File: src/rtl/eats_pkg.sv
package eats_pkg;

	localparam int NUM_TASKS_DEF   = 4;
	localparam int NUM_PERIOD_REGS = 4;
	localparam int DATA_W          = 32;
	localparam int REQ_W           = 3;
	localparam int TID_W           = 2;
	localparam int CFG_IDX_W       = 3;

	localparam logic [REQ_W-1:0] REQ_TICK  = 3'd0;
	localparam logic [REQ_W-1:0] REQ_SET   = 3'd1;
	localparam logic [REQ_W-1:0] REQ_CLEAR = 3'd2;
	localparam logic [REQ_W-1:0] REQ_GET   = 3'd3;
	localparam logic [REQ_W-1:0] REQ_SCHED = 3'd4;
	localparam logic [REQ_W-1:0] REQ_START = 3'd5;

	localparam logic [CFG_IDX_W-1:0] CFG_ALARM_EN    = 3'd0;
	localparam int                   CFG_PERIOD_BASE = 1;

	typedef enum logic [0:0] {
		ST_IDLE,
		ST_EXEC
	} ctrl_state_t;

	typedef struct packed {
		logic capture;
		logic exec;
	} dp_cmd_t;

endpackage

File: src/rtl/eats_if.sv
interface eats_req_if;
	logic                            valid;
	logic                            ready;
	logic [eats_pkg::REQ_W-1:0]      req_type;
	logic [eats_pkg::TID_W-1:0]      task_id;
	logic [eats_pkg::DATA_W-1:0]     event_mask;
	logic [eats_pkg::DATA_W-1:0]     offset_ticks;

	modport source (output valid, req_type, task_id, event_mask, offset_ticks, input ready);
	modport sink (input valid, req_type, task_id, event_mask, offset_ticks, output ready);
endinterface

interface eats_res_if;
	logic                        valid;
	logic                        ready;
	logic                        run_valid;
	logic [eats_pkg::TID_W-1:0]  run_task;
	logic                        event_match;

	modport source (output valid, run_valid, run_task, event_match, input ready);
	modport sink (input valid, run_valid, run_task, event_match, output ready);
endinterface

File: src/rtl/eats_ctrl.sv
module eats_ctrl (
	input  logic              clk,
	input  logic              arst_n,
	input  logic              in_valid,
	output logic              in_ready,
	output logic              out_valid,
	input  logic              out_ready,
	output eats_pkg::dp_cmd_t cmd
);

	eats_pkg::ctrl_state_t state_q, state_d;
	logic out_valid_q, out_valid_d;

	always_ff @(posedge clk or negedge arst_n) begin
		if (!arst_n) begin
			state_q     <= eats_pkg::ST_IDLE;
			out_valid_q <= 1'b0;
		end else begin
			state_q     <= state_d;
			out_valid_q <= out_valid_d;
		end
	end

	always_comb begin
		state_d     = state_q;
		in_ready    = 1'b0;
		cmd         = '0;
		// result slot frees when taken, so a new request may enter the same cycle
		out_valid_d = out_valid_q && !out_ready;
		case (state_q)
			eats_pkg::ST_IDLE: begin
				in_ready = !out_valid_q || out_ready;
				if (in_valid && in_ready) begin
					cmd.capture = 1'b1;
					state_d     = eats_pkg::ST_EXEC;
				end
			end
			eats_pkg::ST_EXEC: begin
				cmd.exec    = 1'b1;
				out_valid_d = 1'b1;
				state_d     = eats_pkg::ST_IDLE;
			end
			default: begin
				state_d = eats_pkg::ST_IDLE;
			end
		endcase
	end

	assign out_valid = out_valid_q;

endmodule

File: src/rtl/eats_dp.sv
module eats_dp #(
	parameter int NUM_TASKS = eats_pkg::NUM_TASKS_DEF
) (
	input  logic                             clk,
	input  logic                             arst_n,
	input  eats_pkg::dp_cmd_t                cmd,
	input  logic                             cfg_we,
	input  logic [eats_pkg::CFG_IDX_W-1:0]   cfg_idx,
	input  logic [eats_pkg::DATA_W-1:0]      cfg_data,
	input  logic [eats_pkg::REQ_W-1:0]       req_type,
	input  logic [eats_pkg::TID_W-1:0]       task_id,
	input  logic [eats_pkg::DATA_W-1:0]      event_mask,
	input  logic [eats_pkg::DATA_W-1:0]      offset_ticks,
	output logic                             run_valid,
	output logic [eats_pkg::TID_W-1:0]       run_task,
	output logic                             event_match
);

	localparam int NP = eats_pkg::NUM_PERIOD_REGS;
	localparam int DW = eats_pkg::DATA_W;

	// captured request
	logic [eats_pkg::REQ_W-1:0] req_type_q;
	logic [eats_pkg::TID_W-1:0] task_id_q;
	logic [DW-1:0]              event_mask_q;
	logic [DW-1:0]              offset_ticks_q;

	logic [NP-1:0] alarm_en_q;
	logic [DW-1:0] period_q [NP];
	logic [DW-1:0] events_q [NUM_TASKS];
	logic [DW-1:0] timers_q [NUM_TASKS];

	logic                      run_valid_q;
	logic [eats_pkg::TID_W-1:0] run_task_q;
	logic                      event_match_q;

	logic [NUM_TASKS-1:0] alarm_on;
	logic [DW-1:0]        period_of [NUM_TASKS];
	logic [NUM_TASKS-1:0] expired;
	logic [NUM_TASKS-1:0] wake;
	logic [NUM_TASKS-1:0] pick_oh;
	logic                 pick_any;
	logic [eats_pkg::TID_W-1:0] pick_idx;
	logic                 get_hit;

	for (genvar t = 0; t < NUM_TASKS; t++) begin : g_task
		if (t < NP) begin : g_alarm
			assign alarm_on[t]  = alarm_en_q[t];
			assign period_of[t] = period_q[t];
		end else begin : g_no_alarm
			assign alarm_on[t]  = 1'b0;
			assign period_of[t] = '0;
		end
		assign expired[t] = alarm_on[t] && (timers_q[t] == '0);
		assign wake[t]    = (events_q[t] != '0) || expired[t];
	end

	// first waking task in index order
	always_comb begin
		pick_any = 1'b0;
		pick_idx = '0;
		pick_oh  = '0;
		get_hit  = 1'b0;
		for (int t = 0; t < NUM_TASKS; t++) begin
			pick_oh[t] = wake[t] && !pick_any;
			if (pick_oh[t]) begin
				pick_idx = eats_pkg::TID_W'(t);
			end
			pick_any = pick_any || wake[t];
			if (int'(task_id_q) == t && (events_q[t] & event_mask_q) != '0) begin
				get_hit = 1'b1;
			end
		end
	end

	always_ff @(posedge clk) begin
		if (cmd.capture) begin
			req_type_q     <= req_type;
			task_id_q      <= task_id;
			event_mask_q   <= event_mask;
			offset_ticks_q <= offset_ticks;
		end
	end

	always_ff @(posedge clk or negedge arst_n) begin
		if (!arst_n) begin
			alarm_en_q <= '0;
			for (int p = 0; p < NP; p++) begin
				period_q[p] <= '0;
			end
		end else if (cfg_we) begin
			if (cfg_idx == eats_pkg::CFG_ALARM_EN) begin
				alarm_en_q <= cfg_data[NP-1:0];
			end
			for (int p = 0; p < NP; p++) begin
				if (int'(cfg_idx) == eats_pkg::CFG_PERIOD_BASE + p && p < NUM_TASKS) begin
					period_q[p] <= cfg_data;
				end
			end
		end
	end

	always_ff @(posedge clk or negedge arst_n) begin
		if (!arst_n) begin
			for (int t = 0; t < NUM_TASKS; t++) begin
				events_q[t] <= '0;
				timers_q[t] <= '0;
			end
		end else if (cmd.exec) begin
			for (int t = 0; t < NUM_TASKS; t++) begin
				case (req_type_q)
					eats_pkg::REQ_TICK: begin
						if (timers_q[t] != '0) begin
							timers_q[t] <= timers_q[t] - 1'b1;
						end
					end
					eats_pkg::REQ_SET: begin
						if (int'(task_id_q) == t) begin
							events_q[t] <= events_q[t] | event_mask_q;
						end
					end
					eats_pkg::REQ_CLEAR: begin
						if (int'(task_id_q) == t) begin
							events_q[t] <= events_q[t] & ~event_mask_q;
						end
					end
					eats_pkg::REQ_SCHED: begin
						if (pick_oh[t] && expired[t]) begin
							timers_q[t] <= period_of[t];
						end
					end
					eats_pkg::REQ_START: begin
						if (int'(task_id_q) == t && alarm_on[t]) begin
							timers_q[t] <= offset_ticks_q;
						end
					end
					default: begin
					end
				endcase
			end
		end
	end

	always_ff @(posedge clk) begin
		if (cmd.exec) begin
			run_valid_q   <= (req_type_q == eats_pkg::REQ_SCHED) && pick_any;
			run_task_q    <= (req_type_q == eats_pkg::REQ_SCHED) ? pick_idx : '0;
			event_match_q <= (req_type_q == eats_pkg::REQ_GET) && get_hit;
		end
	end

	assign run_valid   = run_valid_q;
	assign run_task    = run_task_q;
	assign event_match = event_match_q;

endmodule

File: src/rtl/event_alarm_task_scheduler_top.sv
// A request accepted in idle is captured, then executed in the execute state, and its
// result is registered and shown on res. The controller takes no new request while it
// executes one; the input also waits while an untaken result holds the output register.
// Every request settles in the execute state: parallel timer update, priority pick.
// Reset (arst_n low, asynchronous): event words, timers, alarm enables and periods
// clear to zero; no result pending.
module event_alarm_task_scheduler_top #(
	parameter int NUM_TASKS = eats_pkg::NUM_TASKS_DEF
) (
	input  logic                           clk,
	input  logic                           arst_n,
	eats_req_if.sink                       req,
	eats_res_if.source                     res,
	input  logic                           cfg_we,
	input  logic [eats_pkg::CFG_IDX_W-1:0] cfg_idx,
	input  logic [eats_pkg::DATA_W-1:0]    cfg_data
);

	eats_pkg::dp_cmd_t cmd;

	eats_ctrl u_ctrl (
		.clk       (clk),
		.arst_n    (arst_n),
		.in_valid  (req.valid),
		.in_ready  (req.ready),
		.out_valid (res.valid),
		.out_ready (res.ready),
		.cmd       (cmd)
	);

	eats_dp #(
		.NUM_TASKS (NUM_TASKS)
	) u_dp (
		.clk          (clk),
		.arst_n       (arst_n),
		.cmd          (cmd),
		.cfg_we       (cfg_we),
		.cfg_idx      (cfg_idx),
		.cfg_data     (cfg_data),
		.req_type     (req.req_type),
		.task_id      (req.task_id),
		.event_mask   (req.event_mask),
		.offset_ticks (req.offset_ticks),
		.run_valid    (res.run_valid),
		.run_task     (res.run_task),
		.event_match  (res.event_match)
	);

`ifndef ASSERT_OFF
	// accepted transaction: execute cycle first, result shown the cycle after
	a_accept_to_result: assert property (@(posedge clk) disable iff (!arst_n)
		(req.valid && req.ready) |=> (!res.valid && cmd.exec) ##1 res.valid)
		else $error("result did not follow accepted request");

	a_no_accept_in_exec: assert property (@(posedge clk) disable iff (!arst_n)
		cmd.exec |-> !req.ready)
		else $error("request accepted during execute");

	a_idle_task_zero: assert property (@(posedge clk) disable iff (!arst_n)
		(res.valid && !res.run_valid) |-> (res.run_task == '0))
		else $error("run_task set without a picked task");

	a_get_vs_sched: assert property (@(posedge clk) disable iff (!arst_n)
		res.valid |-> !(res.run_valid && res.event_match))
		else $error("schedule and get results both set");
`endif

endmodule
File: src/flat_wrapper.sv
// flat-port wrapper written by rule: the top's interface ports become plain ports
module event_alarm_task_scheduler_top_flat 
#(
	parameter int NUM_TASKS = eats_pkg::NUM_TASKS_DEF
)
  (clk, arst_n, cfg_we, cfg_idx, cfg_data, req_valid, req_req_type, req_task_id, req_event_mask, req_offset_ticks, req_ready, res_valid, res_run_valid, res_run_task, res_event_match, res_ready);
  eats_req_if req_i ();
  eats_res_if res_i ();
  input  logic clk;
  input  logic arst_n;
  input  logic cfg_we;
  input  logic [eats_pkg::CFG_IDX_W-1:0] cfg_idx;
  input  logic [eats_pkg::DATA_W-1:0] cfg_data;
  input wire logic [$bits(req_i.valid)-1:0] req_valid;
  input wire logic [$bits(req_i.req_type)-1:0] req_req_type;
  input wire logic [$bits(req_i.task_id)-1:0] req_task_id;
  input wire logic [$bits(req_i.event_mask)-1:0] req_event_mask;
  input wire logic [$bits(req_i.offset_ticks)-1:0] req_offset_ticks;
  output wire logic [$bits(req_i.ready)-1:0] req_ready;
  output wire logic [$bits(res_i.valid)-1:0] res_valid;
  output wire logic [$bits(res_i.run_valid)-1:0] res_run_valid;
  output wire logic [$bits(res_i.run_task)-1:0] res_run_task;
  output wire logic [$bits(res_i.event_match)-1:0] res_event_match;
  input wire logic [$bits(res_i.ready)-1:0] res_ready;
  assign req_i.valid = req_valid;
  assign req_i.req_type = req_req_type;
  assign req_i.task_id = req_task_id;
  assign req_i.event_mask = req_event_mask;
  assign req_i.offset_ticks = req_offset_ticks;
  assign req_ready = req_i.ready;
  assign res_valid = res_i.valid;
  assign res_run_valid = res_i.run_valid;
  assign res_run_task = res_i.run_task;
  assign res_event_match = res_i.event_match;
  assign res_i.ready = res_ready;
  event_alarm_task_scheduler_top #(.NUM_TASKS(NUM_TASKS)) u_core (.clk(clk), .arst_n(arst_n), .req(req_i), .res(res_i), .cfg_we(cfg_we), .cfg_idx(cfg_idx), .cfg_data(cfg_data));
endmodule
File: config.mk
export PLATFORM = sky130hd
export DESIGN_NAME = event_alarm_task_scheduler_top_flat
export DESIGN_NICKNAME = d
export VERILOG_FILES = /design/src/rtl/eats_pkg.sv /design/src/rtl/eats_if.sv /design/src/rtl/eats_ctrl.sv /design/src/rtl/eats_dp.sv /design/src/rtl/event_alarm_task_scheduler_top.sv /design/src/flat_wrapper.sv
export SDC_FILE = /design/constraint.sdc
export NUM_CORES = 1
export LEC_CHECK = 0
export BUFFER_PORTS_ARGS = -buffer_cell sky130_fd_sc_hd__buf_4
export CAP_MARGIN = 30
export CELL_PAD_IN_SITES_DETAIL_PLACEMENT = 0
export CELL_PAD_IN_SITES_GLOBAL_PLACEMENT = 2
export CORE_ASPECT_RATIO = 0.9
export CORE_MARGIN = 8
export CORE_UTILIZATION = 37
export DETAILED_ROUTE_END_ITERATION = 10
export MAX_ROUTING_LAYER = met4
export PLACE_DENSITY_LB_ADDON = 0.1
export SLEW_MARGIN = 20
export SYNTH_ARGS = -nofsm -noshare
export SYNTH_HDL_FRONTEND = slang
export SYNTH_HIERARCHICAL = 1
export SYNTH_SLANG_ARGS = --single-unit
File: constraint.sdc
create_clock -name clk -period 2.67 [get_ports clk]
set_input_delay 0.534 -clock clk [delete_from_list [all_inputs] [get_ports clk]]
set_output_delay 0.534 -clock clk [all_outputs]
set_load 0.01 [all_outputs]
---- Word level (Yosys, flattened, before mapping) ----
Cells that the tools add are included.
cells by class
  div/mod/pow operators ................... 0
  $mul .................................... 0
  equal/unequal tests ..................... 32
  multiplexer cells ....................... 41
  add/subtract/negate cells ............... 4
  $lt $le $gt $ge ......................... 0
  shift operators ......................... 0
  bitwise gates (word level) .............. 14
  reduce and logical (&&, ||, !) cells .... 70
operator list
  operator               number
  $mux 32                20
  $pmux 32 s3            4
  $reduce_bool 32->1     12
  $and 32x32->32         8
  $pmux 32 s2            4
  $logic_not 32->1       4
  $or 32x32->32          4
  $sub 32x1->32 const B  4
  $ne 2x2->1 const B     20
  $not 32->32            1
  $logic_and 1x1->1      23
  $reduce_and 5->1       4
  $reduce_and 4->1       4
  $eq 3x3->1 const B     5
  $mux 1                 10
  $reduce_and 2->1       5
  $eq 3x2->1 const B     3
  $logic_or 1x1->1       8
  $logic_not 3->1        2
  $logic_not 1->1        5
  $eq 2x2->1 const B     2
  $mux 2                 2
  $eq 3x1->1 const B     1
  $reduce_bool 3->1      1
  other kinds (5)        5
storage, ports and cells
  bits in writable memories ............... 0
  ROM bits ................................ 0
  memories ................................ 0
  logic and storage cells ................. 183
  latch bits .............................. 0
  flip-flop bits (word level) ............. 463

---- Depth between registers and ports, before layout ----
Gate-level depths: netlist of run 1.
  depth after elaboration ................. 10
  depth in mapped cells ................... 10
  mapped depth without buffers ............ 8

---- By module ----
The synthesis of run 1 kept the hierarchy.
modules (own cells, without submodules)
  module     cells an instance  instances  seq. area each (sq um)  area an instance (sq um)
  eats_dp    2,279              1          11,901.4                23,070.9
  eats_ctrl  8                  1          50.0                    101.3

---- Worst setup path after synthesis of run 1 ----
OpenSTA, ideal clock, no wires.
  path kind ............................... flip-flop to flip-flop
  start ................................... register u_core/u_dp/timers_q[53] (netlist bit)
  end ..................................... register u_core/u_dp/timers_q[10] (netlist bit)
  stages on the path, launching flop included .. 9
  clock period less this slack ............ 2,819 ps
  path slack .............................. -149 ps
  arrival ................................. 2,693 ps
  library setup time ...................... 126 ps
  cell sequence ........................... dfrtp_1 > or3_4 > or4_4 > or4_4 > and4_4 > buf_6 > a31o_4 > buf_6 > a221o_1
on the way
  word-level cells in the longest chain between the ends .. 9
RTL lines
  item                              line            RTL
  start: declaration                eats_dp.sv:31   logic [DW-1:0] timers_q [NUM_TASKS];
  start signal: indexed assignment  eats_dp.sv:114  timers_q[t] <= timers_q[t] - 1'b1;
  start signal: indexed assignment  eats_dp.sv:129  timers_q[t] <= period_of[t];
  start signal: indexed assignment  eats_dp.sv:134  timers_q[t] <= offset_ticks_q;
  $logic_not 32->1                  eats_dp.sv:54   assign expired[t] = alarm_on[t] && (timers_q[t] == '0);
  $logic_and 1x1->1                 eats_dp.sv:54
  $logic_or 1x1->1                  eats_dp.sv:55   assign wake[t] = (events_q[t] != '0) || expired[t];
  $logic_or 1x1->1                  eats_dp.sv:69   pick_any = pick_any || wake[t];
  $logic_not 1->1                   eats_dp.sv:65   pick_oh[t] = wake[t] && !pick_any;
  $logic_and 1x1->1                 eats_dp.sv:65
  $logic_and 1x1->1                 eats_dp.sv:128  if (pick_oh[t] && expired[t]) begin
  $ne 2x2->1 (no line)              n/a
  $reduce_and 5->1 (no line)        n/a
Every way passes these cells.
A chain may end at the register's enable or synchronous reset.

---- Final worst setup path of run 1 ----
  start ................................... register u_core/u_dp/timers_q[54] (netlist bit)
  end ..................................... register u_core/u_dp/timers_q[10] (netlist bit)
Same word-level chain as after synthesis.

==> results of run 1 <==
[per-stage QoR]
step | hold slack, ps | cell area, um^2
floorplan | 238 | 23200
global placement | 485 | 27100
detailed placement | 490 | 27100
CTS | 55.0 | 29000
global route | 59.7 | 29200
finish | 86.3 | 29300
[power by group]
group / switching, mW / total, mW / internal [mW]
combinational: 3.15 / 6.08 / 2.92
clock: 3.16 / 7.64 / 4.48
sequential: 1.64 / 10.6 / 8.92
[cell type report]
| type | instances | area, um^2 |
|---|---|---|
| fill | 5906 | 33000 |
| sequential | 463 | 12000 |
| multi-input combinational | 1587 | 10700 |
| timing repair buffer | 426 | 3610 |
| clock buffer | 74 | 1500 |
| tap | 845 | 1060 |
| clock inverter | 24 | 275 |
| inverter | 39 | 149 |
| antenna | 5 | 12.5 |
[routing by layer]
layer	vias to the layer above	part of all wire	GRT usage	routed length [um]
met5	-	0	-	0
met4	0	0.022	0.0597	2120
met3	128	0.085	0.0699	8160
met2	827	0.43	0.383	40800
met1	10900	0.47	0.393	44600
li1	9475	-	-	-
[path summary, 6_finish.rpt]
check / start / end
hold / removal: req_offset_ticks[17] / u_core/u_dp/offset_ticks_q[17]$_DFFE_PP_
hold reg to reg: u_core/u_dp/timers_q[62]$_DFFE_PN0P_ / u_core/u_dp/timers_q[62]$_DFFE_PN0P_
setup / recovery: u_core/u_dp/timers_q[54]$_DFFE_PN0P_ / u_core/u_dp/timers_q[10]$_DFFE_PN0P_
setup reg to reg: u_core/u_dp/timers_q[54]$_DFFE_PN0P_ / u_core/u_dp/timers_q[10]$_DFFE_PN0P_
min in group asynchronous: arst_n / u_core/u_dp/period_of[28]$_DFFE_PN0P_
max in group asynchronous: arst_n / asynchronous set/reset pin
[critical path, stage by stage, from the launching register on]
cell and delay (ps):
dfrtp_1 380, or3_4 390, or4_4 460, or4_4 510
and4_4 200, a31o_4 290, a221o_1 310
[repair_timing]
action / CTS / global route
cloned: 0 / 0
gates resized for setup: 12 / 40
setup buffers: 1 / 4
pin swaps: 5 / 11
hold endpoints to repair: 50 / 0
endpoints found under the setup margin: 91 / 99
hold buffers: 1 / 0
[cells in the final DEF (no fill, tap or decap), types with 55 or more instances in the layout]
| master | count |
|---|---|
| mux2_2 | 128 |
| o21ai_0 | 85 |
| nor2_1 | 116 |
| nand2_1 | 157 |
| clkbuf_16 | 55 |
| a31oi_1 | 161 |
| dfrtp_1 | 390 |
| buf_4 | 389 |
| edfxtp_1 | 73 |
| a21oi_1 | 283 |
[logic make-up after synthesis]
kind of cell,count (synthesis),share of synthesized area
XOR/XNOR,1,0.000378
flip-flops,463,0.516
multiplexers,138,0.0671
AND/OR/NAND/NOR,560,0.124
buffers and inverters,237,0.0394
adder cells (fa/ha/maj),8,0.00432
AO/OA/AOI/OAI,880,0.249
==> impl_results.md, run 1 <==
- Worst Hold Depth: 1
- Sequential area share after synthesis: 0.516
- GRT Residual Overflow: 0
- CP Data Required Time: 3180 ps
- Post-synth top area cell: dfrtp_1
- RD Place Congestion: 0.911
- Commonest cells in the netlist: dfrtp_1 (390), a21oi_1 (284), clkbuf_1 (179)
- #FFs+latches synth: 463
- RSZ-0062 raised after global routing: true
- FMAX: 378 MHz
- Rows: 87
- Netlist cell types: 78
- Placed cell count: 3354
- WL per Instance: 27.6 um
- Clock sink count: 463
- Critical Path Start Type: flip-flop
- Headroom to the max-slew limit: 0.388
- Routed vias: 21300
- Hold Path Class: primary input to flip-flop
- Nets@finish: 2687
- Die Ht: 253 um
- Fin Clk Skew: 23.3 ps
- Crit end category: flip-flop
- Pins Over Slew Limit: 0
- Die ar.: 70900 um^2
- Mean Syn Cell Area: 10.1 um^2
- Initial Util: 0.372
- Clock Latency Late Sink: 620 ps
- Synth area leaders: dfrtp_1 (42%), edfxtp_1 (9.5%), mux2_2 (6.3%), a21oi_1 (6.1%), a31oi_1 (4.4%)
- Count leader, synth: dfrtp_1
- Critical path fanouts, max: 12
- Final WS setup: 23.9 ps
- Final Cycle Share: 0.991
- Synthesized Nets: 2404
- Chip width: 280 um
- Area grow syn2layout: 26.2%
- Power, Total: 24.3 mW
- CP Data Arrival Time: 3150 ps
- R2r setup slk: 20 ps
- Detailed Route WL: 95700 um
- Worst reg2reg path depth: 6
- # H-tree levels: 2
- Share of cells above drive strength 1: 0.273
- Leak: 11.8 nW
- Via density per instance: 6.16
- Async SR Flop Fraction: 0.842
- Share of the synthesized area in the top cell type: 0.421
- Clk root buf: clkbuf_16
- Boundary pin count: 115
- Drt first-iter violations: 2435
- Clock Pin Slew Worst Setup and Hold Paths: 60 ps
- Final HPWL DP: 68700 um
- CTS tree: built
- Max_cap viols: 0
- Worst Tran Pin Value: 918 ps
- PwrDens: 830 nW/um^2
- Core Footprint: 62300 um^2
- Yosys warns: 6
- Total CTS buffers: 53
- Vias in the first global route: 20700
- Cells after Synth: 2287
- Post-Syn Area: 23200 um^2
- Post-layout min period: 2650 ps
- First-pass GRT wire length: 142000 um
- Initial antenna violation count: 8
- Final non-filler cell total: 3463
- Clock buffer depth: 3
- Post-route ant nets: 0
- Port Buffers: 114
- Largest net degree at the start of global routing: 66
- Critical path class: flip-flop to flip-flop
- Post-route DRC: 0
- Status: complete, no violations
- Peak supply drop: 0.000458 V
- Total global-route track usage: 0.273
- Post-synth EDFFs: 73
- Initial DRT Pass Iterations: 7
- Endpoints failing setup: 0
- Final hold vios: 0
- Finished Core Util: 0.470
- Top FF cell, synth: dfrtp_1
- Dpl ws: -247 ps
- Setup tns final: 0 ps
Note: power is estimated with default switching activity, not from simulation.
==> run 2, diff against run 1 <==
--- a/config.mk
+++ b/config.mk
@@ -9,10 +9,11 @@
 export CAP_MARGIN = 30
 export CELL_PAD_IN_SITES_DETAIL_PLACEMENT = 0
 export CELL_PAD_IN_SITES_GLOBAL_PLACEMENT = 2
-export CORE_ASPECT_RATIO = 0.9
+export CORE_ASPECT_RATIO = 1.25
 export CORE_MARGIN = 8
 export CORE_UTILIZATION = 37
 export DETAILED_ROUTE_END_ITERATION = 10
+export GPL_TIMING_DRIVEN = 0
 export MAX_ROUTING_LAYER = met4
 export PLACE_DENSITY_LB_ADDON = 0.1
 export SLEW_MARGIN = 20
==> impl_results.md, run 2 (same netlist as run 1, synthesis figures left out) <==
- Final WS setup: -231 ps
- Share of cells above drive strength 1: 0.265
- PwrDens: 832 nW/um^2
- Total global-route track usage: 0.320
- Most frequent cells in the layout: dfrtp_1 (386), a21oi_1 (267), buf_4 (166)
- Critical path fanouts, max: 5
- Initial antenna violation count: 14
- Min-delay src: req_offset_ticks[31]
- Vias in the first global route: 21600
- R2r setup slk: -230 ps
- FMAX: 345 MHz
- Setup tns final: -5580 ps
- R2R Path Start: u_core/u_dp/timers_q[53]$_DFFE_PN0P_
- CP max-delay cell: or4_4
- RD Place Congestion: 0.960
- First-pass GRT wire length: 159000 um
- Peak supply drop: 0.000477 V
- Boundary pin count: 115
- Final Cycle Share: 1.09
- Total CTS buffers: 53
- Critical path's largest stage delay: 570 ps
- Most common cell after layout, fill and taps aside: dfrtp_1
- Dpl ws: -1110 ps
- Power, Total: 24.2 mW
- Crit path launch: u_core/u_dp/timers_q[53]$_DFFE_PN0P_
- Fin Clk Skew: 27.7 ps
- Max_cap viols: 0
- Die Ht: 296 um
- Hold Path Class: primary input to flip-flop
- Endpoints failing setup: 78
- Clock buffer depth: 3
- Leak: 11.4 nW
- Clock sink count: 463
- Nets@finish: 2649
- Clk root buf: clkbuf_16
- Final HPWL DP: 82700 um
- Critical Path Start Type: flip-flop
- Post-route DRC: 0
- Clock Latency Late Sink: 620 ps
- Rows: 102
- Chip width: 240 um
- Design area: 29100 um^2
- Post-layout min period: 2900 ps
- Largest net degree at the start of global routing: 96
- # H-tree levels: 2
- Post-route ant nets: 0
- CP Data Arrival Time: 3400 ps
- Crit end category: flip-flop
- GRT Residual Overflow: 0
- Status: complete, but fails checks
- Die ar.: 70900 um^2
- Worst Tran Pin Value: 983 ps
- Via density per instance: 6.49
- Final hold vios: 0
- Critical-path cell list: or3_4, or4_4, or4_4, and4_4, buf_8, a31o_4, buf_8, a221o_1
- Drt first-iter violations: 2352
- Port Buffers: 114
- Finished Core Util: 0.470
- CP Data Required Time: 3170 ps
- WL per Instance: 33.2 um
- Detailed Route WL: 113000 um
- Core Footprint: 61900 um^2
- DP Area: 25400 um^2
- Routed vias: 22200
- Area grow syn2layout: 25.6%
- Headroom to the max-slew limit: 0.345
- RSZ-0062 raised after global routing: true
- Clock Pin Slew Worst Setup and Hold Paths: 60 ps
- Pins Over Slew Limit: 0
- Failing checks: setup timing
- Critical path class: flip-flop to flip-flop
- Initial Util: 0.374
- Initial DRT Pass Iterations: 7
- CTS tree: built
[run 2: metal layers]
metal	routed length [um]	vias up	GRT usage
met5	0	-	-
met4	10100	0	0.228
met3	8060	367	0.0538
met2	52800	1145	0.506
met1	42500	11200	0.368
li1	-	9462	-
[run 2: area by class of cell]
class / count / area [um^2]
Fill cell: 5910 / 32800
Sequential cell: 463 / 12000
Multi-Input combinational cell: 1587 / 11300
Timing Repair Buffer: 195 / 1770
Clock buffer: 77 / 1540
Buffer: 193 / 1060
Tap cell: 832 / 1040
Clock inverter: 23 / 270
Inverter: 39 / 150
Antenna cell: 11 / 27.5
[run 2: stage by stage]
step | hold WS (ps) | std cells
3_3_place_gp | 483 | 3233
4_1_cts | 62.7 | 3383
3_5_place_dp | 485 | 3253
6_report | 88.2 | 3420
5_1_grt | 74.5 | 3420
2_1_floorplan | 238 | 2287
[run 2: final timing paths]
path	endpoint	depth (start not counted)
setup / recovery	u_core/u_dp/timers_q[10]$_DFFE_PN0P_	8
hold / removal	u_core/u_dp/offset_ticks_q[31]$_DFFE_PP_	1
setup reg to reg	u_core/u_dp/timers_q[10]$_DFFE_PN0P_	8
hold reg to reg	u_core/u_dp/timers_q[22]$_DFFE_PN0P_	2
max in group asynchronous	asynchronous set/reset pin	4
min in group asynchronous	u_core/u_dp/timers_q[41]$_DFFE_PN0P_	2
[run 2: power by group]
part           switching, mW  internal, mW  total [mW]
Combinational           3.15          2.49        5.65
Sequential              1.90          8.93        10.8
Clock                   3.17          4.57        7.74
Total                   8.22          16.0        24.2
[run 2: repair_timing]
action	CTS	global route
hold buffers	1	0
gates cloned	3	3
endpoints found under the hold margin	50	0
buffers inserted	30	22
setup endpoints to repair	260	238
gates resized for setup	241	158
pin swaps	31	29
[run 2: worst max-delay path: cells and delay by family, from the launching register on]
family	cells	cell delay [ps]
AND/OR/NAND/NOR	4	1570
buffers and inverters	2	260
AO/OA/AOI/OAI	2	540
flip-flops	1	390
